`src/rmq_pkg.sv`:
```
// Shared types, constants and width helpers for the rotation-matrix-to-quaternion block.
package rmq_pkg;

    // Field widths of the payloads
    localparam int ENTRY_W = 16;
    localparam int QW_W    = 15;
    localparam int QV_W    = 16;

    // Default number of fraction bits of the fixed-point format
    localparam int FRAC_BITS_DEF = 14;

    // Root bits resolved by one square-root pipeline stage
    localparam int SQRT_STEPS = 2;

    // Quaternion lanes
    localparam int LANES  = 4;
    localparam int LANE_W = 0;
    localparam int LANE_X = 1;
    localparam int LANE_Y = 2;
    localparam int LANE_Z = 3;

    // Matrix as it arrives
    typedef struct packed {
        logic signed [ENTRY_W-1:0] r00;
        logic signed [ENTRY_W-1:0] r01;
        logic signed [ENTRY_W-1:0] r02;
        logic signed [ENTRY_W-1:0] r10;
        logic signed [ENTRY_W-1:0] r11;
        logic signed [ENTRY_W-1:0] r12;
        logic signed [ENTRY_W-1:0] r20;
        logic signed [ENTRY_W-1:0] r21;
        logic signed [ENTRY_W-1:0] r22;
    } rmq_in_t;

    // Quaternion result
    typedef struct packed {
        logic        [QW_W-1:0] quat_w;
        logic signed [QV_W-1:0] quat_x;
        logic signed [QV_W-1:0] quat_y;
        logic signed [QV_W-1:0] quat_z;
    } rmq_out_t;

    // Width of the clamped (non-negative) diagonal sum
    function automatic int sum_uw(input int frac);
        int base;
        base = (frac > ENTRY_W + 1) ? frac : ENTRY_W + 1;
        return base + 1;
    endfunction

    // Width of the integer square root of (sum << frac)
    function automatic int root_w(input int frac);
        return (sum_uw(frac) + frac + 1) / 2;
    endfunction

endpackage

```
`src/rmq_front.sv`:
```
// Input stage: diagonal sums, clamping, radicand forming and off-diagonal signs.
module rmq_front
    import rmq_pkg::*;
#(
    parameter int FRAC_BITS = FRAC_BITS_DEF
) (
    input  logic                                        aclk,
    input  logic                                        aresetn,
    input  logic                                        in_valid,
    output logic                                        in_ready,
    input  rmq_in_t                                     in_data,
    output logic                                        out_valid,
    input  logic                                        out_ready,
    output logic [LANES-1:0][2*root_w(FRAC_BITS)-1:0]   out_rad,
    output logic [LANES-2:0]                            out_neg
);

    localparam int SU_W  = sum_uw(FRAC_BITS);
    localparam int SUM_W = SU_W + 1;
    localparam int RW    = root_w(FRAC_BITS);
    localparam int RAD_W = 2 * RW;
    localparam int DIF_W = ENTRY_W + 1;

    logic                              valid_reg;
    logic [LANES-1:0][RAD_W-1:0]       rad_reg;
    logic [LANES-2:0]                  neg_reg;
    logic [LANES-1:0][RAD_W-1:0]       rad_next;
    logic [LANES-2:0]                  neg_next;

    logic signed [SUM_W-1:0] one_s;
    logic signed [SUM_W-1:0] e00, e11, e22;
    logic signed [SUM_W-1:0] sum [LANES];
    logic signed [DIF_W-1:0] dif [LANES-1];

    assign in_ready = !valid_reg || out_ready;

    // Sign-extend the diagonal and form 1 +/- the three entries per lane
    always_comb begin
        one_s = SUM_W'(1) << FRAC_BITS;
        e00   = {{(SUM_W-ENTRY_W){in_data.r00[ENTRY_W-1]}}, in_data.r00};
        e11   = {{(SUM_W-ENTRY_W){in_data.r11[ENTRY_W-1]}}, in_data.r11};
        e22   = {{(SUM_W-ENTRY_W){in_data.r22[ENTRY_W-1]}}, in_data.r22};
        sum[LANE_W] = one_s + e00 + e11 + e22;
        sum[LANE_X] = one_s + e00 - e11 - e22;
        sum[LANE_Y] = one_s - e00 + e11 - e22;
        sum[LANE_Z] = one_s - e00 - e11 + e22;
        for (int i = 0; i < LANES; i++) begin
            // negative sum clamps to zero; radicand is sum << FRAC_BITS
            if (sum[i][SUM_W-1]) begin
                rad_next[i] = '0;
            end else begin
                rad_next[i] = RAD_W'({sum[i][SU_W-1:0], {FRAC_BITS{1'b0}}});
            end
        end
    end

    // Off-diagonal differences; only their signs are kept
    always_comb begin
        dif[0] = {in_data.r21[ENTRY_W-1], in_data.r21} - {in_data.r12[ENTRY_W-1], in_data.r12};
        dif[1] = {in_data.r02[ENTRY_W-1], in_data.r02} - {in_data.r20[ENTRY_W-1], in_data.r20};
        dif[2] = {in_data.r10[ENTRY_W-1], in_data.r10} - {in_data.r01[ENTRY_W-1], in_data.r01};
        for (int i = 0; i < LANES - 1; i++) begin
            neg_next[i] = dif[i][DIF_W-1];
        end
    end

    // Stage register
    always_ff @(posedge aclk) begin
        if (!aresetn) begin
            valid_reg <= 1'b0;
        end else if (in_ready) begin
            valid_reg <= in_valid;
        end
    end

    always_ff @(posedge aclk) begin
        if (in_valid && in_ready) begin
            rad_reg <= rad_next;
            neg_reg <= neg_next;
        end
    end

    assign out_valid = valid_reg;
    assign out_rad   = rad_reg;
    assign out_neg   = neg_reg;

endmodule

```
`src/rmq_sqrt_stage.sv`:
```
// One square-root pipeline stage: resolves N_STEPS root bits for all four lanes.
module rmq_sqrt_stage
    import rmq_pkg::*;
#(
    parameter int FRAC_BITS = FRAC_BITS_DEF,
    parameter int N_STEPS   = SQRT_STEPS
) (
    input  logic                                        aclk,
    input  logic                                        aresetn,
    input  logic                                        in_valid,
    output logic                                        in_ready,
    input  logic [LANES-1:0][2*root_w(FRAC_BITS)-1:0]   in_rad,
    input  logic [LANES-1:0][root_w(FRAC_BITS)-1:0]     in_root,
    input  logic [LANES-1:0][root_w(FRAC_BITS)+1:0]     in_rem,
    input  logic [LANES-2:0]                            in_neg,
    output logic                                        out_valid,
    input  logic                                        out_ready,
    output logic [LANES-1:0][2*root_w(FRAC_BITS)-1:0]   out_rad,
    output logic [LANES-1:0][root_w(FRAC_BITS)-1:0]     out_root,
    output logic [LANES-1:0][root_w(FRAC_BITS)+1:0]     out_rem,
    output logic [LANES-2:0]                            out_neg
);

    localparam int RW    = root_w(FRAC_BITS);
    localparam int RAD_W = 2 * RW;
    localparam int REM_W = RW + 2;
    localparam int CUR_W = RW + 3;

    logic                          valid_reg;
    logic [LANES-1:0][RAD_W-1:0]   rad_reg,  rad_next;
    logic [LANES-1:0][RW-1:0]      root_reg, root_next;
    logic [LANES-1:0][REM_W-1:0]   rem_reg,  rem_next;
    logic [LANES-2:0]              neg_reg;

    assign in_ready = !valid_reg || out_ready;

    // Digit-by-digit root: bring down two radicand bits, try (root << 2) | 1
    always_comb begin
        logic [RAD_W-1:0] d;
        logic [RW-1:0]    r;
        logic [CUR_W-1:0] m;
        logic [CUR_W-1:0] cur;
        logic [CUR_W-1:0] trial;
        for (int i = 0; i < LANES; i++) begin
            d = in_rad[i];
            r = in_root[i];
            m = CUR_W'(in_rem[i]);
            for (int s = 0; s < N_STEPS; s++) begin
                cur   = {m[CUR_W-3:0], d[RAD_W-1 -: 2]};
                trial = CUR_W'({r, 2'b01});
                if (cur >= trial) begin
                    m = cur - trial;
                    r = {r[RW-2:0], 1'b1};
                end else begin
                    m = cur;
                    r = {r[RW-2:0], 1'b0};
                end
                d = d << 2;
            end
            rad_next[i]  = d;
            root_next[i] = r;
            rem_next[i]  = m[REM_W-1:0];
        end
    end

    // Stage register
    always_ff @(posedge aclk) begin
        if (!aresetn) begin
            valid_reg <= 1'b0;
        end else if (in_ready) begin
            valid_reg <= in_valid;
        end
    end

    always_ff @(posedge aclk) begin
        if (in_valid && in_ready) begin
            rad_reg  <= rad_next;
            root_reg <= root_next;
            rem_reg  <= rem_next;
            neg_reg  <= in_neg;
        end
    end

    assign out_valid = valid_reg;
    assign out_rad   = rad_reg;
    assign out_root  = root_reg;
    assign out_rem   = rem_reg;
    assign out_neg   = neg_reg;

endmodule

```
`src/rmq_back.sv`:
```
// Output stage: halve the root, saturate, apply signs and hold the result.
module rmq_back
    import rmq_pkg::*;
#(
    parameter int FRAC_BITS = FRAC_BITS_DEF
) (
    input  logic                                      aclk,
    input  logic                                      aresetn,
    input  logic                                      in_valid,
    output logic                                      in_ready,
    input  logic [LANES-1:0][root_w(FRAC_BITS)-1:0]   in_root,
    input  logic [LANES-2:0]                          in_neg,
    output logic                                      out_valid,
    input  logic                                      out_ready,
    output rmq_out_t                                  out_data
);

    localparam int RW  = root_w(FRAC_BITS);
    localparam int M_W = (RW > QV_W + 1) ? RW : QV_W + 1;

    logic                     valid_reg;
    rmq_out_t                 data_reg, data_next;
    logic [M_W-1:0]           one_m;
    logic [M_W-1:0]           mag [LANES];
    logic [M_W-1:0]           sgn [LANES-1];

    assign in_ready = !valid_reg || out_ready;

    // Magnitude = root / 2, saturated to one; x, y, z take the difference sign
    always_comb begin
        one_m = M_W'(1) << FRAC_BITS;
        for (int i = 0; i < LANES; i++) begin
            mag[i] = M_W'(in_root[i] >> 1);
            if (mag[i] > one_m) begin
                mag[i] = one_m;
            end
        end
        for (int i = 0; i < LANES - 1; i++) begin
            sgn[i] = in_neg[i] ? (~mag[i+1] + M_W'(1)) : mag[i+1];
        end
        data_next.quat_w = mag[LANE_W][QW_W-1:0];
        data_next.quat_x = sgn[LANE_X-1][QV_W-1:0];
        data_next.quat_y = sgn[LANE_Y-1][QV_W-1:0];
        data_next.quat_z = sgn[LANE_Z-1][QV_W-1:0];
    end

    // Output register
    always_ff @(posedge aclk) begin
        if (!aresetn) begin
            valid_reg <= 1'b0;
        end else if (in_ready) begin
            valid_reg <= in_valid;
        end
    end

    always_ff @(posedge aclk) begin
        if (in_valid && in_ready) begin
            data_reg <= data_next;
        end
    end

    assign out_valid = valid_reg;
    assign out_data  = data_reg;

endmodule

```
`src/rotation_matrix_to_quaternion.sv`:
```
// Top level of the pipelined rotation-matrix-to-quaternion converter.
//
// Converts a 3x3 rotation matrix in signed fixed point (FRAC_BITS fraction
// bits, 1.0 = 1 << FRAC_BITS) into the unit quaternion w, x, y, z in the same
// format. One matrix is taken per clock cycle when the output side keeps up.
// R = root_w(FRAC_BITS) is the width of the integer square root (R = 16 at
// FRAC_BITS = 14); the depth is set by the square-root pipeline, which
// resolves two root bits of all four components per stage. Each stage holds
// its item when the next one is full, so bubbles close up and a finished
// result waiting at the output keeps new matrices from entering only once
// every stage holds an item.
module rotation_matrix_to_quaternion
    import rmq_pkg::*;
#(
    parameter int FRAC_BITS = FRAC_BITS_DEF
) (
    input  logic     aclk,
    input  logic     aresetn,
    input  logic     s_valid,
    output logic     s_ready,
    input  rmq_in_t  s_data,
    output logic     m_valid,
    input  logic     m_ready,
    output rmq_out_t m_data
);

    localparam int RW    = root_w(FRAC_BITS);
    localparam int RAD_W = 2 * RW;
    localparam int REM_W = RW + 2;
    localparam int NS    = (RW + SQRT_STEPS - 1) / SQRT_STEPS;

    // Inter-stage links; index 0 is the front stage output
    logic                          vld_s  [NS+1];
    logic                          rdy_s  [NS+1];
    logic [LANES-1:0][RAD_W-1:0]   rad_s  [NS+1];
    logic [LANES-1:0][RW-1:0]      root_s [NS+1];
    logic [LANES-1:0][REM_W-1:0]   rem_s  [NS+1];
    logic [LANES-2:0]              neg_s  [NS+1];

    // Sums and signs
    rmq_front #(
        .FRAC_BITS (FRAC_BITS)
    ) u_front (
        .aclk      (aclk),
        .aresetn   (aresetn),
        .in_valid  (s_valid),
        .in_ready  (s_ready),
        .in_data   (s_data),
        .out_valid (vld_s[0]),
        .out_ready (rdy_s[0]),
        .out_rad   (rad_s[0]),
        .out_neg   (neg_s[0])
    );

    assign root_s[0] = '0;
    assign rem_s[0]  = '0;

    // Square-root pipeline
    for (genvar k = 0; k < NS; k++) begin : g_sqrt
        localparam int STEPS = (RW - k * SQRT_STEPS < SQRT_STEPS) ?
                               (RW - k * SQRT_STEPS) : SQRT_STEPS;
        rmq_sqrt_stage #(
            .FRAC_BITS (FRAC_BITS),
            .N_STEPS   (STEPS)
        ) u_stage (
            .aclk      (aclk),
            .aresetn   (aresetn),
            .in_valid  (vld_s[k]),
            .in_ready  (rdy_s[k]),
            .in_rad    (rad_s[k]),
            .in_root   (root_s[k]),
            .in_rem    (rem_s[k]),
            .in_neg    (neg_s[k]),
            .out_valid (vld_s[k+1]),
            .out_ready (rdy_s[k+1]),
            .out_rad   (rad_s[k+1]),
            .out_root  (root_s[k+1]),
            .out_rem   (rem_s[k+1]),
            .out_neg   (neg_s[k+1])
        );
    end

    // Scaling, saturation, signs and output register
    rmq_back #(
        .FRAC_BITS (FRAC_BITS)
    ) u_back (
        .aclk      (aclk),
        .aresetn   (aresetn),
        .in_valid  (vld_s[NS]),
        .in_ready  (rdy_s[NS]),
        .in_root   (root_s[NS]),
        .in_neg    (neg_s[NS]),
        .out_valid (m_valid),
        .out_ready (m_ready),
        .out_data  (m_data)
    );

endmodule
```
`config.mk`:
```
export PLATFORM = sky130hd
export DESIGN_NAME = rotation_matrix_to_quaternion
export DESIGN_NICKNAME = d
export VERILOG_FILES = /design/src/rmq_pkg.sv /design/src/rmq_front.sv /design/src/rmq_sqrt_stage.sv /design/src/rmq_back.sv /design/src/rotation_matrix_to_quaternion.sv
export SDC_FILE = /design/constraint.sdc
export NUM_CORES = 2
export LEC_CHECK = 0
export ABC_AREA = 1
export ABC_CLOCK_PERIOD_IN_PS = 8500
export BUFFER_PORTS_ARGS = -buffer_cell sky130_fd_sc_hd__buf_2
export CAP_MARGIN = 20
export CORE_MARGIN = 5
export CORE_UTILIZATION = 40
export CTS_BUF_LIST = sky130_fd_sc_hd__clkbuf_8
export CTS_CLUSTER_SIZE = 25
export DETAILED_ROUTE_END_ITERATION = 7
export GPL_TIMING_DRIVEN = 0
export REMOVE_ABC_BUFFERS = 1
export SYNTH_ARGS = -nofsm -noshare
export SYNTH_HDL_FRONTEND = slang
export SYNTH_SLANG_ARGS = --single-unit
```
`constraint.sdc`:
```
create_clock -name aclk -period 8.5 [get_ports aclk]
set_input_delay 0 -clock aclk [delete_from_list [all_inputs] [get_ports aclk]]
set_output_delay 0 -clock aclk [all_outputs]
set_load 0.01 [all_outputs]
```
### Word-level counts from Yosys, hierarchy flattened

Cells that the tools add are included.

| cells by class | value |
|---|---|
| order comparisons | 68 |
| bitwise operators | 3 |
| muxes and demuxes | 130 |
| reductions and logical operators | 30 |
| add/sub/neg operators | 76 |

Operators by type and width:

| operator | number |
|---|---|
| $mux W17 | 60 |
| $ge A19 B10 Y1 | 4 |
| $ge A19 B11 Y1 | 4 |
| $ge A19 B12 Y1 | 4 |
| $ge A19 B13 Y1 | 4 |
| $ge A19 B14 Y1 | 4 |
| $ge A19 B15 Y1 | 4 |
| $ge A19 B16 Y1 | 4 |
| $ge A19 B17 Y1 | 4 |
| $ge A19 B3 Y1 | 4 |
| $ge A19 B4 Y1 | 4 |
| $ge A19 B5 Y1 | 4 |
| $ge A19 B6 Y1 | 4 |
| $ge A19 B7 Y1 | 4 |
| $ge A19 B8 Y1 | 4 |
| $ge A19 B9 Y1 | 4 |
| $sub A17 B10 Y17 | 4 |
| $sub A17 B11 Y17 | 4 |
| $sub A17 B12 Y17 | 4 |
| $sub A17 B13 Y17 | 4 |
| $sub A17 B14 Y17 | 4 |
| $sub A17 B15 Y17 | 4 |
| $sub A17 B16 Y17 | 4 |
| $sub A17 B3 Y17 | 4 |
| other kinds (24) | 155 |

| storage, ports and cells | value |
|---|---|
| input bits | 148 |
| flip-flop bits (word level) | 1,440 |

### Logic depth before layout (Yosys ltp)

| logic depth | value |
|---|---|
| word-level depth | 12 |
| gate-level depth with buffers | 34 |

### By module

From an unflattened synthesis, not the netlist that was laid out.

| second synthesis, totals | value |
|---|---|
| cells, all modules | 17,647 |
| area total of the unflattened synthesis | 148,819.0 um^2 |

Modules (own cells, without submodules):

| module | cells an instance | area each (um^2) | instances |
|---|---|---|---|
| rmq_sqrt_stage (g_sqrt[0].u_stage ...) | 1,973 | 16,818.6 | 6 |
| rmq_sqrt_stage (g_sqrt[2].u_stage) | 1,977 | 16,907.5 | 1 |
| rmq_sqrt_stage (g_sqrt[3].u_stage) | 1,978 | 16,834.9 | 1 |
| rmq_front | 1,436 | 10,553.9 | 1 |
| rmq_back | 417 | 3,607.2 | 1 |
| rotation_matrix_to_quaternion | 1 | 3.8 | 1 |

### Worst setup path after synthesis

No wires, ideal clock.

| timing | value |
|---|---|
| kind | reg-to-reg |
| start | register u_back.valid_reg, in the netlist u_back.out_valid |
| end | register g_sqrt[1].u_stage.neg_reg[0] (enable) |
| path buffers | 0 |
| clock period less this slack | 7.760 ns |
| setup slack | 0.740 ns |
| cell stages (with the launch flop) | 14 |
| data required time | 7.845 ns |
| arrival time | 7.105 ns |
| cell sequence | dfxtp_1 inv_1 nor2_1 inv_1 nor2_1 inv_1 nor2_1 inv_1 nor2_1 inv_1 nor2_1 nand2_1 nor2_1 a21oi_1 |

| on the way | value |
|---|---|
| word-level cells in the longest chain between the ends | 10 |

RTL lines:

| item | RTL line | RTL |
|---|---|---|
| from (decl) | rmq_back.sv:21 | `logic valid_reg;` |
| from (signal assigned) | rmq_back.sv:52 | `valid_reg <= in_valid;` |
| $logic_not A1 Y1 | rmq_back.sv:27 | `assign in_ready = !valid_reg \|\| out_ready;` |
| $logic_or A1 B1 Y1 | rmq_back.sv:27 |  |
| $logic_or A1 B1 Y1 (7 in a row) | rmq_sqrt_stage.sv:35 | `assign in_ready = !valid_reg \|\| out_ready;` |
| $logic_and A1 B1 Y1 | rmq_sqrt_stage.sv:76 | `if (in_valid && in_ready) begin` |
| to (signal assigned) | rmq_sqrt_stage.sv:80 | `neg_reg <= in_neg;` |
| to (decl) | rmq_sqrt_stage.sv:33 | `logic [LANES-2:0] neg_reg;` |

Every way passes these cells.
A chain may end at the register's enable or synchronous reset.

### Final worst setup path

| timing | value |
|---|---|
| start | input s_data[129] in the netlist's numbering |
| end | register u_front.rad_reg, in the netlist u_front.out_rad[114], data pin |

| on the way | value |
|---|---|
| word-level cells in the longest chain between the ends | 3 |

RTL lines:

| item | RTL line | RTL |
|---|---|---|
| from (decl) | rotation_matrix_to_quaternion.sv:21 | `input rmq_in_t s_data,` |
| $sub A16 B16 Y17 | rmq_front.sv:46 | `sum[LANE_Z] = one_s - e00 - e11 + e22;` |
| $sub A17 B16 Y18 | rmq_front.sv:46 |  |
| $add A19 B16 Y19 | rmq_front.sv:46 |  |
| to (signal assigned) | rmq_front.sv:78 | `rad_reg <= rad_next;` |
| to (decl) | rmq_front.sv:25 | `logic [LANES-1:0][RAD_W-1:0] rad_reg;` |

Every way passes these cells.

==> results.tsv <==
stage	metric	value	unit
die	num_rows	161	
clock_tree	insertion_delay	0.90	ns
synth	async_reset_ff_frac	0	
place	place_congestion	0.932	
place	dp.cells	12400	
place	port_buffers	212	
global_routing	use_met1	0.232	
min_path	hold_path_class	input pin to flip-flop	
cells_and_area	layout.cells.most_common_list	nand2_1, inv_1, edfxtp_1, nor2_1, ha_1	
timing	skew	0.0389	ns
setup_path	critPathRequiredTime	9.13	ns
setup_path	worst-path-buf-inv	9	
global_routing	grt_max_degree	96	
detailed_routing	vias	63100	
clock_tree	cts-root-buf	clkbuf_8	
clock_tree	cts_sinks	1020	
timing	finalSetupTns	0	ns
synth	synth_edf_count	1010	
die	core-area	0.192	mm²
clock_tree	cts.path.max_buffers	3	
pwr	pwr-share-comb	0.243	
setup_path	critPathLaunch	s_data[129]	
detailed_routing	drcViolationCount	0	
setup_path	crit_path_top_delay_cell	dlygate4sd3_1	
pwr	p_int	9.57	mW
clock_tree	cts_tree	built	
timing	tightestPinTransition	0.939	ns
detailed_routing	vias_per_cell	4.94	
clock_tree	clk_pin_slew	0.06	ns
timing	timing.slew.headroom	0.371	
setup_path	cp-start-kind	input pin	
pwr	net-switching-power	4.36	mW
synth	synthDistinctLibCells	67	
timing	whs	0.154	ns
timing	fin_crit	5.69	ns
cells_and_area	fin_cells	12800	
global_routing	antenna_found_initial	12	
setup_path	worstPathArrival	6.33	ns
setup_path	cp_top_family	simple AND/OR/NAND/NOR gates	
pwr	fin_total_pwr	13.9	mW
die	ios	213	
detailed_routing	detail-route-antenna-nets	0	
job	maxCapViolCount	0	
synth	syn_avg_cell_area	7.90	µm²
clock_tree	cts_buffers	182	
timing	hold_viol_final	0	
cells_and_area	final_common_cell	nand2_1	
timing	setup_slack	2.81	ns
timing	fmax	176	MHz
global_routing	track_usage	0.179	
pwr	pwr-share-clk	0.318	
timing	fin_crit_sh	0.670	
die	die_w	449	µm
global_routing	top_usage_layer	met2	
cells_and_area	drive_above_1_share	0.0725	
global_routing	grt_use_met2	0.312	
setup_path	crit_cells	29	
setup_path	critPathKind	input pin to flip-flop	
pwr	power.density	164	mW/mm²
cells_and_area	syn2layout_area_growth	10.6	%
detailed_routing	routed_wl	185	mm
die	die_h	449	µm
synth	synth_top_area_cell	edfxtp_1	
cells_and_area	final_area	0.0851	mm²
setup_path	cpMostUsedCell	inv_1	
synth	synthCells	9738	
detailed_routing	first_pass_iters	6	
die	die_area	0.201	mm²
die	start_util	0.401	
clock_tree	htreeDepth	4	
detailed_routing	wire_per_inst	14.5	µm
pwr	cellLeakagePower	38.8	nW
setup_path	slowest_delay	0.62	ns
timing	drv_slew	0	
global_routing	overflow	0	
synth	seq_area_frac_synth	0.397	
global_routing	met3_usage	0.0246	
setup_path	cp-endpoint	u_front.out_rad[114]	
place	dp_hpwl	151	mm
place	pre_cts_ws	2.84	ns
cells_and_area	num-fill-cells	19100	
cells_and_area	finalNetCount	10900	
synth	synth_top_area_share	0.394	
pwr	swShare	0.313	
detailed_routing	drt_iter0_drc	3085	
setup_path	r2r_setup_slack	2.86	ns
pwr	power_frac_seq	0.439	
synth	synth_area_leaders	edfxtp_1, nand2_1, ha_1	
setup_path	reg2regPathDepth	22	
setup_path	r2r_end	g_sqrt[6].u_stage.out_rem[0]	
synth	synthesis.area	0.0769	mm²
setup_path	endpoint_kind	flip-flop	
synth	ys_seq_elements	1020	
setup_path	cp_max_fo	14	
timing	rsz0062_at_grt	false	
global_routing	grt_pass1_vias	62000	
place	place_area	0.0811	mm²
synth	ys_warn_count	0	
timing	setup_viol_count_final	0	
cells_and_area	post-route-util	0.443	
setup_path	r2r_start	g_sqrt[5].u_stage.out_rem[2]	
pwr	ir_drop	0.000164	V
synth	synthFlopType	edfxtp_1	
run_status	status	finished clean	
global_routing	grt_first_pass_wirelength	304	mm
## sequential cells by signal, summed over array words and instances, names as in the netlist
signal,flops
u_back.out_data,63
u_front.out_neg,3
u_front.out_rad,72
g_sqrt.u_stage.out_rad,128
g_sqrt.u_stage.out_neg,24
u_front.out_valid,1
g_sqrt.u_stage.out_root,284
g_sqrt.u_stage.out_valid,8
g_sqrt.u_stage.out_rem,436
u_back.out_valid,1
## worst reg2reg max path: stages, from the launching register on
cell and delay [ns]:
edfxtp_1 0.41, ha_1 0.37, a21oi_1 0.15, nand2_1 0.15, a21oi_2 0.24, o21ai_2 0.10
nand3_1 0.08, nand2_1 0.09, nand2_1 0.09, nand2_2 0.17, inv_1 0.45, nand2_1 0.13
o21ai_0 0.11, inv_1 0.09, ha_1 0.28, a21o_1 0.18, a21o_1 0.19, a21oi_1 0.26
o21ai_0 0.26, a21boi_0 0.30, nand3_1 0.46, nor2_2 0.66, inv_1 0.14
## cell usage after synthesis (5+ instances only)
library cell / number
nor3_1: 117
nand3_1: 636
xnor2_1: 155
nand3_2: 21
ha_1: 666
edfxtp_1: 1010
o21ai_0: 495
nor2_4: 14
nor2_2: 45
a211oi_1: 9
a21boi_0: 20
nor4_1: 29
o21a_1: 16
inv_1: 1472
buf_6: 11
buf_4: 24
nor3b_1: 5
a21oi_2: 20
o21ai_2: 10
o211ai_1: 17
a31oi_1: 31
fa_1: 23
o41ai_1: 6
o21bai_1: 29
buf_2: 27
nand4_1: 147
a21o_1: 57
o2111ai_1: 11
clkbuf_1: 55
nand2_2: 38
nand2_1: 2467
a31o_2: 5
inv_2: 24
or2_2: 48
dfxtp_1: 10
nand3b_1: 37
nor2_1: 906
o21ai_1: 45
xor2_1: 358
o31ai_1: 16
a21oi_1: 555
## power by group through the flow
stage / clock [mW] / sequential [mW] / combinational (mW)
2_1_floorplan: 0 / 6.17 / 2.50
3_3_place_gp: 0 / 6.24 / 3.24
3_5_place_dp: 0 / 6.23 / 3.32
4_1_cts: 4.62 / 6.12 / 3.39
5_1_grt: 4.86 / 6.15 / 3.87
6_report: 4.43 / 6.12 / 3.38
## kinds of logic after synthesis
logic type | share of synthesized area
muxes | 0.000130
adders and majority gates | 0.114
AOI/OAI and AO/OA | 0.0974
and+or+nand+nor | 0.251
xor gates and xnor gates | 0.0584
DFF | 0.397
other | 0.0000487
buffers and inverters | 0.0819
## timing repair
item,CTS,global route
gates resized for setup,0,0
buffers inserted,0,0
endpoints found under the hold margin,170,0
hold buffers,46,0
## how the worst min path moves through the flow
stage          startpoint             endpoint  slack (ns)  cells after the start
3_5_place_dp      m_ready     u_back.out_valid        0.34                      4
2_1_floorplan     s_valid    u_front.out_valid        0.17                      2
4_1_cts        s_data[65]  u_front.out_rad[16]        0.03                      5
6_report       s_data[79]  u_front.out_rad[95]        0.15                      7
3_3_place_gp      m_ready     u_back.out_valid        0.31                      4
5_1_grt        s_data[65]  u_front.out_rad[16]        0.11                      5
## area by class of cell
type	count	area (µm²)	area share
diodes	6	15.0	0.000176
clock buffers	185	2550	0.0299
well taps	2526	3160	0.0371
inverters	1501	5650	0.0664
clock inverters	143	965	0.0113
multi-input cells	7105	40200	0.472
flip-flops and latches	1020	30500	0.359
repair buffers	287	2070	0.0243
## per-layer routing
| metal | wire length [µm] | up-vias |
|---|---|---|
| met5 | 46 | - |
| met4 | 4540 | 6 |
| met3 | 6650 | 298 |
| met1 | 85600 | 28700 |
| li1 | - | 33000 |
| met2 | 88200 | 1090 |
No activity file was read; power rests on OpenSTA's default activity.
